### src/sv/wfpa_pkg.sv
`timescale 1ns / 1ps
// Shared types, sizes, codes and constant tables of the windowed FFT power accumulator.
// Window and twiddle tables are built at elaboration by a fixed-point CORDIC.
// No dependencies.
package wfpa_pkg;

    localparam int FFT_SIZE = 1024;
    localparam int LOG_SIZE = $clog2(FFT_SIZE);
    localparam int HALF     = FFT_SIZE / 2;
    localparam int BINS     = HALF + 1;
    localparam int IDX_W    = LOG_SIZE;
    localparam int HALF_W   = LOG_SIZE - 1;
    localparam int STAGE_W  = $clog2(LOG_SIZE);
    localparam int SUM_W    = 16 + LOG_SIZE;
    localparam int BIN_W    = 10;
    localparam int POW_W    = 63;
    localparam int QDEPTH   = 4;
    localparam int QPTR_W   = $clog2(QDEPTH);
    localparam int QCNT_W   = $clog2(QDEPTH + 1);
    localparam int CORDIC_STEPS = 20;

    // window angle step of one turn over FFT_SIZE-1, as quotient and remainder
    localparam longint WIN_DEN    = longint'(FFT_SIZE - 1);
    localparam longint WIN_STEP_Q = (64'sd1 <<< 32) / WIN_DEN;
    localparam longint WIN_STEP_R = (64'sd1 <<< 32) % WIN_DEN;

    localparam logic [1:0] FUNC_PUSH  = 2'd0;
    localparam logic [1:0] FUNC_READ  = 2'd1;
    localparam logic [1:0] FUNC_CLEAR = 2'd2;

    localparam logic [1:0] WIN_HANN    = 2'd0;
    localparam logic [1:0] WIN_HAMMING = 2'd1;
    localparam logic [1:0] WIN_BH      = 2'd2;

    localparam logic [POW_W-1:0] POWER_MAX = {POW_W{1'b1}};

    typedef enum logic [1:0] {
        OP_PUSH,
        OP_READ,
        OP_READ_ZERO,
        OP_CLEAR
    } op_t;

    typedef struct packed {
        logic [1:0]        func;
        logic signed [15:0] sample;
        logic [BIN_W-1:0]  bin_index;
    } in_item_t;

    typedef struct packed {
        logic [POW_W-1:0] power;
        logic             saturated;
    } out_item_t;

    typedef struct packed {
        op_t              op;
        logic [15:0]      sample;
        logic [IDX_W-1:0] bin;
    } cmd_entry_t;

    typedef struct packed {
        logic       valid;
        cmd_entry_t entry;
    } cmd_t;

    typedef struct packed {
        logic take;
        logic init_busy;
    } back_stat_t;

    typedef logic [FFT_SIZE-1:0][16:0] win_tab_t;
    typedef logic [HALF-1:0][33:0]     tw_tab_t;

    function automatic longint atan_turn(int k);
        longint a;
        unique case (k)
            0:  a = 64'h20000000;
            1:  a = 64'h12E4051E;
            2:  a = 64'h09FB385B;
            3:  a = 64'h051111D4;
            4:  a = 64'h028B0D43;
            5:  a = 64'h0145D7E1;
            6:  a = 64'h00A2F61E;
            7:  a = 64'h00517C55;
            8:  a = 64'h0028BE53;
            9:  a = 64'h00145F2F;
            10: a = 64'h000A2F98;
            11: a = 64'h000517CC;
            12: a = 64'h00028BE6;
            13: a = 64'h000145F3;
            14: a = 64'h0000A2FA;
            15: a = 64'h0000517D;
            16: a = 64'h000028BE;
            17: a = 64'h0000145F;
            18: a = 64'h00000A30;
            default: a = 64'h00000518;
        endcase
        return a;
    endfunction

    // cosine of a binary angle, one turn = 2^32, result Q2.30
    function automatic longint cos30(logic [31:0] t_in);
        logic [31:0] t;
        logic [31:0] tq;
        logic        flip;
        longint      x;
        longint      y;
        longint      z;
        longint      xs;
        longint      ys;
        tq   = t_in + 32'h4000_0000;
        flip = tq[31];
        t    = flip ? t_in + 32'h8000_0000 : t_in;
        x    = 64'sd652032874;
        y    = 64'sd0;
        z    = longint'($signed(t));
        for (int k = 0; k < CORDIC_STEPS; k++) begin
            xs = x >>> k;
            ys = y >>> k;
            if (z >= 0) begin
                x = x - ys;
                y = y + xs;
                z = z - atan_turn(k);
            end else begin
                x = x + ys;
                y = y - xs;
                z = z + atan_turn(k);
            end
        end
        return flip ? -x : x;
    endfunction

    function automatic longint clamp64(longint v, longint lo, longint hi);
        return (v < lo) ? lo : ((v > hi) ? hi : v);
    endfunction

    function automatic logic [16:0] q15_of(longint v30);
        longint r;
        r = clamp64((v30 + 64'sd16384) >>> 15, -64'sd32768, 64'sd32768);
        return 17'(r);
    endfunction

    function automatic win_tab_t build_win(logic [1:0] kind);
        win_tab_t    tab;
        logic [31:0] t;
        longint      c1;
        longint      c2;
        longint      c3;
        longint      acc;
        longint      r;
        longint      ang_q;
        longint      ang_r;
        ang_q = 0;
        ang_r = 0;
        for (int i = 0; i < FFT_SIZE; i++) begin
            t  = 32'(ang_q);
            c1 = cos30(t);
            c2 = cos30(32'(t * 32'd2));
            c3 = cos30(32'(t * 32'd3));
            unique case (kind)
                WIN_HAMMING: acc = 64'sd579820585 * 64'sd1073741824 - 64'sd493921239 * c1;
                WIN_BH:      acc = 64'sd385204879 * 64'sd1073741824 - 64'sd524297395 * c1
                                 + 64'sd151698245 * c2 - 64'sd12541305 * c3;
                default:     acc = 64'sd536870912 * 64'sd1073741824 - 64'sd536870912 * c1;
            endcase
            r = clamp64((acc + (64'sd1 <<< 44)) >>> 45, 64'sd0, 64'sd32768);
            tab[i] = 17'(r);
            // advance the angle, carrying the remainder
            ang_r = ang_r + WIN_STEP_R;
            ang_q = ang_q + WIN_STEP_Q;
            if (ang_r >= WIN_DEN) begin
                ang_r = ang_r - WIN_DEN;
                ang_q = ang_q + 1;
            end
        end
        return tab;
    endfunction

    function automatic tw_tab_t build_tw();
        tw_tab_t     tab;
        logic [31:0] t;
        for (int i = 0; i < HALF; i++) begin
            t = 32'(longint'(i) <<< (32 - LOG_SIZE));
            tab[i] = {q15_of(cos30(t)), q15_of(cos30(t + 32'h4000_0000))};
        end
        return tab;
    endfunction

    localparam win_tab_t WIN_HANN_TAB    = build_win(WIN_HANN);
    localparam win_tab_t WIN_HAMMING_TAB = build_win(WIN_HAMMING);
    localparam win_tab_t WIN_BH_TAB      = build_win(WIN_BH);
    localparam tw_tab_t  TW_TAB          = build_tw();

    function automatic logic [16:0] win_at(logic [1:0] kind, logic [IDX_W-1:0] idx);
        logic [16:0] w;
        unique case (kind)
            WIN_HAMMING: w = WIN_HAMMING_TAB[idx];
            WIN_BH:      w = WIN_BH_TAB[idx];
            default:     w = WIN_HANN_TAB[idx];
        endcase
        return w;
    endfunction

    function automatic logic [IDX_W-1:0] bit_rev(logic [IDX_W-1:0] v);
        logic [IDX_W-1:0] r;
        for (int k = 0; k < IDX_W; k++) begin
            r[k] = v[IDX_W-1-k];
        end
        return r;
    endfunction

endpackage

### src/sv/wfpa_front.sv
`timescale 1ns / 1ps
// Front end: takes input words, decodes the function code and queues commands.
// Depends on wfpa_pkg.
module wfpa_front
    import wfpa_pkg::*;
(
    input  logic       clk,
    input  logic       rst_n,
    input  logic       push,
    output logic       full,
    input  in_item_t   item,
    input  back_stat_t stat,
    output cmd_t       cmd
);

    cmd_entry_t         q_reg [QDEPTH];
    logic [QPTR_W-1:0]  head_reg;
    logic [QPTR_W-1:0]  head_next;
    logic [QPTR_W-1:0]  tail_reg;
    logic [QPTR_W-1:0]  tail_next;
    logic [QCNT_W-1:0]  count_reg;
    logic [QCNT_W-1:0]  count_next;
    logic               accept;
    logic               keep;
    logic               enq;
    logic               deq;
    cmd_entry_t         entry_new;

    assign full   = (count_reg == QCNT_W'(QDEPTH)) || stat.init_busy;
    assign accept = push && !full;

    always_comb
    begin
        keep = 1'b1;
        entry_new.sample = item.sample;
        entry_new.bin    = IDX_W'(item.bin_index);
        unique case (item.func)
            FUNC_PUSH:  entry_new.op = OP_PUSH;
            FUNC_READ:  entry_new.op = (item.bin_index <= BIN_W'(HALF)) ? OP_READ : OP_READ_ZERO;
            FUNC_CLEAR: entry_new.op = OP_CLEAR;
            default:
            begin
                // unused code: drop the word
                entry_new.op = OP_PUSH;
                keep = 1'b0;
            end
        endcase
    end

    assign enq = accept && keep;
    assign deq = stat.take && (count_reg != '0);

    always_comb
    begin
        head_next  = deq ? head_reg + 1'b1 : head_reg;
        tail_next  = enq ? tail_reg + 1'b1 : tail_reg;
        count_next = count_reg + QCNT_W'(enq) - QCNT_W'(deq);
    end

    always_ff @(posedge clk or negedge rst_n)
    begin
        if (!rst_n)
        begin
            head_reg  <= '0;
            tail_reg  <= '0;
            count_reg <= '0;
        end
        else
        begin
            head_reg  <= head_next;
            tail_reg  <= tail_next;
            count_reg <= count_next;
        end
    end

    always_ff @(posedge clk)
    begin
        if (enq)
        begin
            q_reg[tail_reg] <= entry_new;
        end
    end

    assign cmd.valid = (count_reg != '0);
    assign cmd.entry = q_reg[head_reg];

    a_count_bound: assert property (@(posedge clk) disable iff (!rst_n)
        count_reg <= QCNT_W'(QDEPTH))
        else $error("command queue over depth");

    a_drop_unused: assert property (@(posedge clk) disable iff (!rst_n)
        accept && item.func != FUNC_PUSH && item.func != FUNC_READ
            && item.func != FUNC_CLEAR && !deq |=> $stable(count_reg))
        else $error("unused function code was queued");

    a_no_take_empty: assert property (@(posedge clk) disable iff (!rst_n)
        stat.take |-> count_reg != '0)
        else $error("back end took from an empty queue");

endmodule

### config.mk
export PLATFORM = sky130hd
export DESIGN_NAME = wfpa_front
export DESIGN_NICKNAME = d
export VERILOG_FILES = /design/src/sv/wfpa_pkg.sv /design/src/sv/wfpa_front.sv
export SDC_FILE = /design/constraint.sdc
export NUM_CORES = 1
export LEC_CHECK = 0
export BUFFER_PORTS_ARGS = -buffer_cell sky130_fd_sc_hd__buf_2
export CAP_MARGIN = 20
export CORE_ASPECT_RATIO = 1.2
export CORE_UTILIZATION = 36
export CTS_CLUSTER_DIAMETER = 30
export CTS_CLUSTER_SIZE = 12
export DETAILED_ROUTE_END_ITERATION = 8
export SLEW_MARGIN = 0
export SYNTH_ARGS = -nofsm -noshare
export SYNTH_HDL_FRONTEND = slang
export SYNTH_SLANG_ARGS = --single-unit
### constraint.sdc
create_clock -name clk -period 3.7 [get_ports clk]
set_input_delay 0.37 -clock clk [delete_from_list [all_inputs] [get_ports clk]]
set_output_delay 0.37 -clock clk [all_outputs]
set_load 0.05 [all_outputs]
==> impl_summary.txt, run 1 <==
----------------------------------------------------
[Synthesis]
  Ranking of synthesized cells by instance count ... 112 x edfxtp_1, 28 x mux4_2, 9 x ha_1, 9 x inv_1, 7 x dfrtp_1
  Yosys warning count ... 0
  Most common cell in the netlist ... edfxtp_1
  Number of flops mapped to enable cells by yosys ... 112
  Gate Count Post-Synth ... roughly 200
  Library cell with the largest summed area after synthesis ... edfxtp_1
  Synthesized area per cell ... 23.1 µm²
  Fraction of synthesis flops using an asynchronous set or reset pin ... 0.0588
  Mapped Area ... 4570 µm²
  Syn nets ... 241
  Proportion of netlist area held by the largest area contributor ... 0.735
  Ys flop type ... edfxtp_1
  Number of unique standard cell types used by synthesis ... 24
  Most area-consuming cells after synthesis ... edfxtp_1 74%, mux4_2 14%, dfrtp_1 3.8%
  Sequential share of the synthesized area ... 0.774
  Register bit total from synthesis ... 119

[Setup path]
  Setup slack of the worst register-to-register path ... 1.33 ns
  Data arrival time of the worst path ... 2.14 ns
  Launching element of the worst setup path ... head_reg[0]
  Launching element type of the critical path ... register
  Reg2Reg Launch Point ... count_reg[2]
  FF-to-FF path depth ... 10
  Required time of the critical path ... 3.33 ns
  FF-to-FF End ... count_reg[2]
  Worst setup path category ... reg2out
  Critical-path maximum fanout ... 13
  Critical path capture point type ... output port

[Detailed routing]
  Antenna-violating nets left ... 0
  DRT Wirelength ... 7.87 mm
  TritonRoute pass-1 iters ... 4
  Via density per instance ... between 4 and 5
  Via count ... 2,101
  Initial DRC count ... 62
  Routed wirelength normalized by instance count ... roughly 17 µm
  Drt drc ... 0

[Pwr]
  Final Power ... 4.80 mW
  Standby leakage power ... 1.98 nW
  Worst voltage drop across the vdd grid ... 0.316 mV
  Pwr per Cell Area ... between 800 and 900 nW/µm²

[Worst hold path]
  Worst min-delay path startpoint ... item[23]
  Hold endpoint ... q_reg[2][23]
  Worst Hold Path Cells ... 1
  Worst hold path type ... in2reg

[Clocking]
  TritonCTS clock tree ... built
  Clock slew seen by the registers of the worst setup and hold paths ... approximately 0.050 ns
  Max Root-Sink Buffers ... 2
  Clk sink count ... 119
  Count of H-tree levels built during CTS ... 4
  Library cell used as clock root buffer ... clkbuf_16
  Clock latency on the worst-skew pair ... 0.40 ns
  Number of buffers created by CTS ... 17

[Layout]
  Non-filler instance count after layout ... 450
  Core occupancy in the finished layout ... 0.461
  Net count of the finished layout ... 320
  P&R area growth vs syn ... 23.3%
  Max FFs per register ... 112
  Share of final-layout standard cells stronger than drive strength 1 ... 0.446
  Antenna Cells ... 0

[Global route]
  Global-route wire length before repair ... 12.1 mm
  All-layer global routing usage ... 0.130
  Total grt overflow ... 0
  Maximum number of pins on one net before global-route repair ... 29
  Number of global-route vias before repair ... 2,224
  Number of antenna violations at the first check in global routing ... 0

[STA]
  Ratio of final minimum period to clock period ... 0.679
  Sum of negative setup slack ... 0 ns
  Setup repair after global routing missed its margin ... no
  Count of endpoints failing setup in the final report ... 0
  Slew Limit Fails ... 0
  Upper clock frequency limit ... 398 MHz
  Worst slew margin relative to its limit ... 0.463
  Final hold violations ... 0
  Clock period minus worst slack ... 2.51 ns
  Transition time of the tightest slew-check pin ... a little over 0.8 ns
  Worst Skew ... 0.00973 ns

[Floorplan]
  Horizontal extent of the die ... 105 µm
  IO Pins ... between 60 and 70
  Die Footprint ... 13,200 µm²
  Placeable core area ... 12,200 µm²
  Number of placement rows ... 44
  Height of the chip ... around 130 µm
  Starting density of the core ... 0.374

[Place]
  DPL Wire Length ... between 4 and 5 mm
  Port Buffer Count ... 62
  Post-placement cell count ... ~420
  Final weighted congestion of routability-driven global placement ... roughly 0.7

[Status]
  Result of the run ... complete, no violations

[Run]
  Max-cap violation count ... 0

----------------------------------------------------
==> stage by stage <==
| step | hold slack (ns) | setup slack (ns) | area, µm² |
|---|---|---|---|
| 2_1_floorplan | 0.0744 | 1.44 | 4570 |
| 3_3_place_gp | 0.219 | 1.22 | 5080 |
| 3_5_place_dp | 0.218 | 1.17 | 5080 |
| 4_1_cts | 0.169 | 1.10 | 5640 |
| 5_1_grt | 0.168 | 1.04 | 5640 |
| 6_report | 0.186 | 1.19 | 5640 |
==> layout make-up <==
type / instances / area [µm²]
repair buffers: 66 / 343
multi-input cells: 64 / 977
clock inverters: 12 / 111
clock buffers: 19 / 433
inverters: 9 / 33.8
flip-flops and latches: 119 / 3540
well taps: 161 / 201
fillers: 1067 / 6580
==> critical path, cell delays in order, from the launching register on <==
cell and delay (ns):
dfrtp_2 0.62, buf_4 0.32, mux4_2 0.56, buf_2 0.23
==> power by group <==
part	leakage [nW]	internal (mW)	switching, mW
sequential	1.10	1.63	0.114
clock	0.265	0.970	0.527
combinational	0.624	0.511	1.04
total	1.98	3.11	1.69
==> metal layers <==
layer / global-route usage / wire [µm] / vias up
met5: 0 / 0 / -
met4: 0.0704 / 117 / 0
met3: 0.0407 / 317 / 9
met2: 0.213 / 4040 / 46
met1: 0.155 / 3400 / 1072
li1: - / - / 974
==> worst max-delay path by stage <==
| stage | endpoint | slack, ns | depth (start not counted) |
|---|---|---|---|
| final | cmd[22] | 1.19 | 3 |
| after CTS | cmd[22] | 1.10 | 3 |
| after floorplan | count_reg[2] | 1.44 | 10 |
| after global routing | cmd[21] | 1.04 | 3 |
| after detailed placement | count_reg[2] | 1.17 | 11 |
| after global placement | count_reg[2] | 1.22 | 11 |
==> kinds of logic (layout without fill, tap and decap cells) <==
logic type               after synthesis  in the layout  synth area share
flip-flops                           119            119             0.774
multiplexers                          29             29             0.140
AND/OR/NAND/NOR                       16             16            0.0276
buffers and inverters                 15            106            0.0137
adder cells (fa/ha/maj)               10             10            0.0290
XOR/XNOR                               5              5           0.00958
AO/OA/AOI/OAI                          4              4           0.00602
==> placed cells by master (no fill, tap or decap), drive strengths merged <==
master,n
or4,1
clkinv,8
or3,2
dfrtp,7
nand2,1
ha,9
nor3b,1
fa,1
o311ai,1
clkbuf,19
xnor2,4
a21oi,2
xor2,1
mux2,1
or2,3
nand2b,2
inv,9
clkinvlp,2
mux4,28
bufinv,2
dlygate4sd3,1
nor4,1
nor4b,1
edfxtp,112
and2,4
o31a,1
buf,65
==> repair_timing <==
action	CTS	global route
hold buffers	1	0
resized for setup	0	0
endpoints found under the hold margin	7	0
buffers inserted	0	0
setup endpoints to repair	0	0
No activity file was read; power rests on OpenSTA's default activity.
==> inputs of run 2 (changes only) <==
--- a/config.mk
+++ b/config.mk
@@ -5,6 +5,7 @@
 export SDC_FILE = /design/constraint.sdc
 export NUM_CORES = 1
 export LEC_CHECK = 0
+export ABC_AREA = 1
 export BUFFER_PORTS_ARGS = -buffer_cell sky130_fd_sc_hd__buf_2
 export CAP_MARGIN = 20
 export CORE_ASPECT_RATIO = 1.2
==> constraint.sdc (replaced) <==
create_clock -name clk -period 2.5 [get_ports clk]
set_input_delay 0.25 -clock clk [delete_from_list [all_inputs] [get_ports clk]]
set_output_delay 0.25 -clock clk [all_outputs]
set_load 0.05 [all_outputs]
==> run 2 against run 1 <==
  * Via count increased by 33%
  * Core utilization is 0.22 points lower
  * Clock skew down 0.0014 ns
  * Clock power increased by 46%
  * Die area increased by 2.9%
  * Hold slack lost 0.12 ns
  * Non-clock buffer count rose by 9
  * Register-to-register slack got worse by 0.86 ns
  * Count of clock-buffer cells in the layout is 1 lower
  * Critical path type unchanged
  * Highest routed layer unchanged
==> impl_summary.txt, run 2 <==
----------------------------------------------------
[Status]
  Result of the run ... complete, no violations (unchanged)

[Setup path]
  Required time of the critical path ... 2.25 ns (was 3.33 ns)
  FF-to-FF path depth ... 10 (unchanged)
  Critical-path maximum fanout ... 18 (was 13)
  Worst setup path category ... reg2out (unchanged)
  Data arrival time of the worst path ... 2.09 ns (was 2.14 ns)
  Critical path capture point type ... output port (unchanged)
  Launching element type of the critical path ... register (unchanged)

[STA]
  Setup repair after global routing missed its margin ... no (unchanged)
  Hold Slack ... 0.0661 ns (was 0.186 ns)
  Transition time of the tightest slew-check pin ... 0.647 ns (was 0.805 ns)
  Slew Limit Fails ... 0 (unchanged)
  Final hold violations ... 0 (unchanged)
  Upper clock frequency limit ... 428 MHz
  Count of endpoints failing setup in the final report ... 0 (unchanged)
  Worst Skew ... 0.00834 ns (was 0.00973 ns)
  Ratio of final minimum period to clock period ... 0.935
  Clock period minus worst slack ... around 2.3 ns
  Final setup slack of the worst path ... 0.164 ns (was 1.19 ns)
  Sum of negative setup slack ... 0 ns (unchanged)
  Worst slew margin relative to its limit ... 0.569 (was 0.463)

[Pwr]
  Sequential share of power ... 0.323 (was 0.364)
  Final Power ... 7.79 mW (was 4.80 mW)
  Standby leakage power ... 2.14 nW (was 1.98 nW)
  Pwr per Cell Area ... 1330 nW/µm² (was 851 nW/µm²)
  Power share of the combinational group ... 0.395 (was 0.324)
  Clock share of power ... 0.282 (was 0.312)
  Internal power component ... 4.61 mW (was 3.11 mW)
  Net Sw Frac ... 0.408 (was 0.351)
  Reported net switching power ... 3.18 mW (was 1.69 mW)
  Worst voltage drop across the vdd grid ... 0.649 mV (was 0.316 mV)

[Detailed routing]
  Via density per instance ... 4.75 (was 4.67)
  Via count ... 2,798 (was 2,101)
  TritonRoute pass-1 iters ... 4 (unchanged)
  Initial DRC count ... 129 (was 62)
  Drt drc ... 0 (unchanged)
  Antenna-violating nets left ... 0 (unchanged)
  Routed wirelength normalized by instance count ... 15.3 µm (was 17.5 µm)
  DRT Wirelength ... 9.02 mm (was 7.87 mm)

[Layout]
  Combined area of the multi-input logic cells ... 1000 µm² (was 977 µm²)
  Net count of the finished layout ... 457 (was 320)
  Max FFs per register ... 112 (unchanged)
  Most common cell after layout, fill and taps aside ... edfxtp_1 (unchanged)
  Post-route cell area ... 5840 µm² (was 5640 µm²)
  Share of final-layout standard cells stronger than drive strength 1 ... 0.268 (was 0.446)
  Commonest cells after routing, fill and taps aside ... 112 x edfxtp_1, 62 x buf_2, 61 x nor2_1, 34 x o21ai_0, 28 x o22ai_1 (was 112 x edfxtp_1, 62 x buf_2, 28 x mux4_2, 17 x clkbuf_16)
  Non-filler instance count after layout ... 589 (was 450)
  Antenna Cells ... 0 (unchanged)
  Core occupancy in the finished layout ... 0.459 (was 0.461)
  Register area ... 3540 µm² (unchanged)
  P&R area growth vs syn ... 24.1% (was 23.3%)
  Fill count ... 1,191 (was 1,067)

[Worst hold path]
  Worst Hold Path Cells ... 1 (unchanged)
  Worst hold path type ... in2reg (unchanged)

[Place]
  DPL Wire Length ... 5.64 mm (was 4.88 mm)
  Post-placement cell count ... 558 (was 418)
  Setup slack at placement ... 0.425 ns (was 1.17 ns)
  Standard cell area after detailed placement ... 5290 µm² (was 5080 µm²)
  Final weighted congestion of routability-driven global placement ... 0.703 (was 0.680)
  Port Buffer Count ... 62 (unchanged)

[Global route]
  Number of antenna violations at the first check in global routing ... 0 (unchanged)
  All-layer global routing usage ... 0.145 (was 0.130)
  Total grt overflow ... 0 (unchanged)
  Maximum number of pins on one net before global-route repair ... 41 (was 29)
  Global-route wire length before repair ... 14.4 mm (was 12.1 mm)
  Number of global-route vias before repair ... 2,817 (was 2,224)

[Synthesis]
  Fraction of synthesis flops using an asynchronous set or reset pin ... 0.0588 (unchanged)
  Ranking of synthesized cells by instance count ... 112 x edfxtp_1, 65 x nor2_1, 34 x o21ai_0 (was 112 x edfxtp_1, 28 x mux4_2, 9 x ha_1, 9 x inv_1, 7 x dfrtp_1)
  Library cell with the largest summed area after synthesis ... edfxtp_1 (unchanged)
  Ys flop type ... edfxtp_1 (unchanged)
  Sequential share of the synthesized area ... 0.751 (was 0.774)
  Most common cell in the netlist ... edfxtp_1 (unchanged)
  Gate Count Post-Synth ... 338 (was 198)
  Number of flops mapped to enable cells by yosys ... 112 (unchanged)
  Register bit total from synthesis ... 119 (unchanged)
  Most area-consuming cells after synthesis ... edfxtp_1 71%, nor2_1 5.2%, dfrtp_1 3.7% (was edfxtp_1 74%, mux4_2 14%, dfrtp_1 3.8%)
  Number of unique standard cell types used by synthesis ... 23 (was 24)
  Synthesized area per cell ... 13.9 µm² (was 23.1 µm²)
  Proportion of netlist area held by the largest area contributor ... 0.714 (was 0.735)
  Mapped Area ... 4710 µm² (was 4570 µm²)
  Yosys warning count ... 0 (unchanged)
  Syn nets ... 381 (was 241)

[Clocking]
  TritonCTS clock tree ... built (unchanged)
  Clock latency on the worst-skew pair ... 0.40 ns (about the same)
  Max Root-Sink Buffers ... 2 (unchanged)
  Library cell used as clock root buffer ... clkbuf_16 (unchanged)
  Clock slew seen by the registers of the worst setup and hold paths ... 0.05 ns (about the same)
  Count of H-tree levels built during CTS ... 4 (unchanged)
  Number of buffers created by CTS ... 17 (unchanged)
  Number of gates resized after cts ... 0 (unchanged)
  Clk sink count ... 119 (unchanged)

[Floorplan]
  Die Footprint ... 13,500 µm² (was 13,200 µm²)
  Height of the chip ... 127 µm (was 125 µm)
  Number of placement rows ... 45 (was 44)
  Placeable core area ... 12,700 µm² (was 12,200 µm²)
  Starting density of the core ... 0.370 (was 0.374)
  Horizontal extent of the die ... 106 µm (was 105 µm)
  IO Pins ... 63 (unchanged)

[Run]
  Max-cap violation count ... 0 (unchanged)

----------------------------------------------------
-- run 2: cells by family after synthesis --
family | Yosys count | share of synthesized area
flip-flops | 119 | 0.751
buffers and inverters | 39 | 0.0417
AND/OR/NAND/NOR | 78 | 0.0696
adder cells (fa/ha/maj) | 10 | 0.0282
AO/OA/AOI/OAI | 87 | 0.0999
XOR/XNOR | 5 | 0.00930
-- run 2: final timing paths --
path | start | end | slack [ns]
max in group asynchronous | rst_n | head_reg[0] | 2.12
max | head_reg[1] | cmd[17] | 0.16
max reg2reg | count_reg[1] | count_reg[2] | 0.47
min reg2reg | count_reg[0] | count_reg[0] | 0.53
min in group asynchronous | rst_n | count_reg[2] | 0.21
min | item[18] | q_reg[3][18] | 0.07
-- run 2: routing by layer --
| layer | part of all wire | routed length (µm) | GRT usage |
|---|---|---|---|
| met1 | 0.43 | 3870 | 0.170 |
| met5 | 0 | 0 | 0 |
| met3 | 0.053 | 474 | 0.0454 |
| met4 | 0.0086 | 78 | 0.0661 |
| met2 | 0.51 | 4600 | 0.244 |
-- run 2: final cells by class --
| cell class | instances | share of cell area |
|---|---|---|
| timing repair buffer | 75 | 0.0809 |
| inverter | 21 | 0.0135 |
| sequential | 119 | 0.606 |
| tap | 164 | 0.0351 |
| multi-input combinational | 180 | 0.172 |
| clock buffer | 18 | 0.0734 |
| clock inverter | 12 | 0.0193 |
-- run 2: critical path: stages, from the launching register on --
cell and delay [ns]:
dfrtp_1 0.75, buf_4 0.31, o21ai_1 0.09, o22ai_1 0.23, buf_2 0.31
-- run 2: repair_timing --
item | in CTS | in global routing
buffers inserted | 0 | 0
hold buffers | 1 | 0
hold endpoints to repair | 7 | 0
-- run 2: power by group through the flow --
| stage | Clock [mW] | Combinational [mW] | Sequential (mW) |
|---|---|---|---|
| 4_1_cts | 2.25 | 3.12 | 2.52 |
| 5_1_grt | 2.33 | 3.33 | 2.54 |
| 3_3_place_gp | 0 | 3.10 | 2.55 |
| 2_1_floorplan | 0 | 2.43 | 2.51 |
| 3_5_place_dp | 0 | 3.12 | 2.56 |
| 6_report | 2.19 | 3.08 | 2.52 |
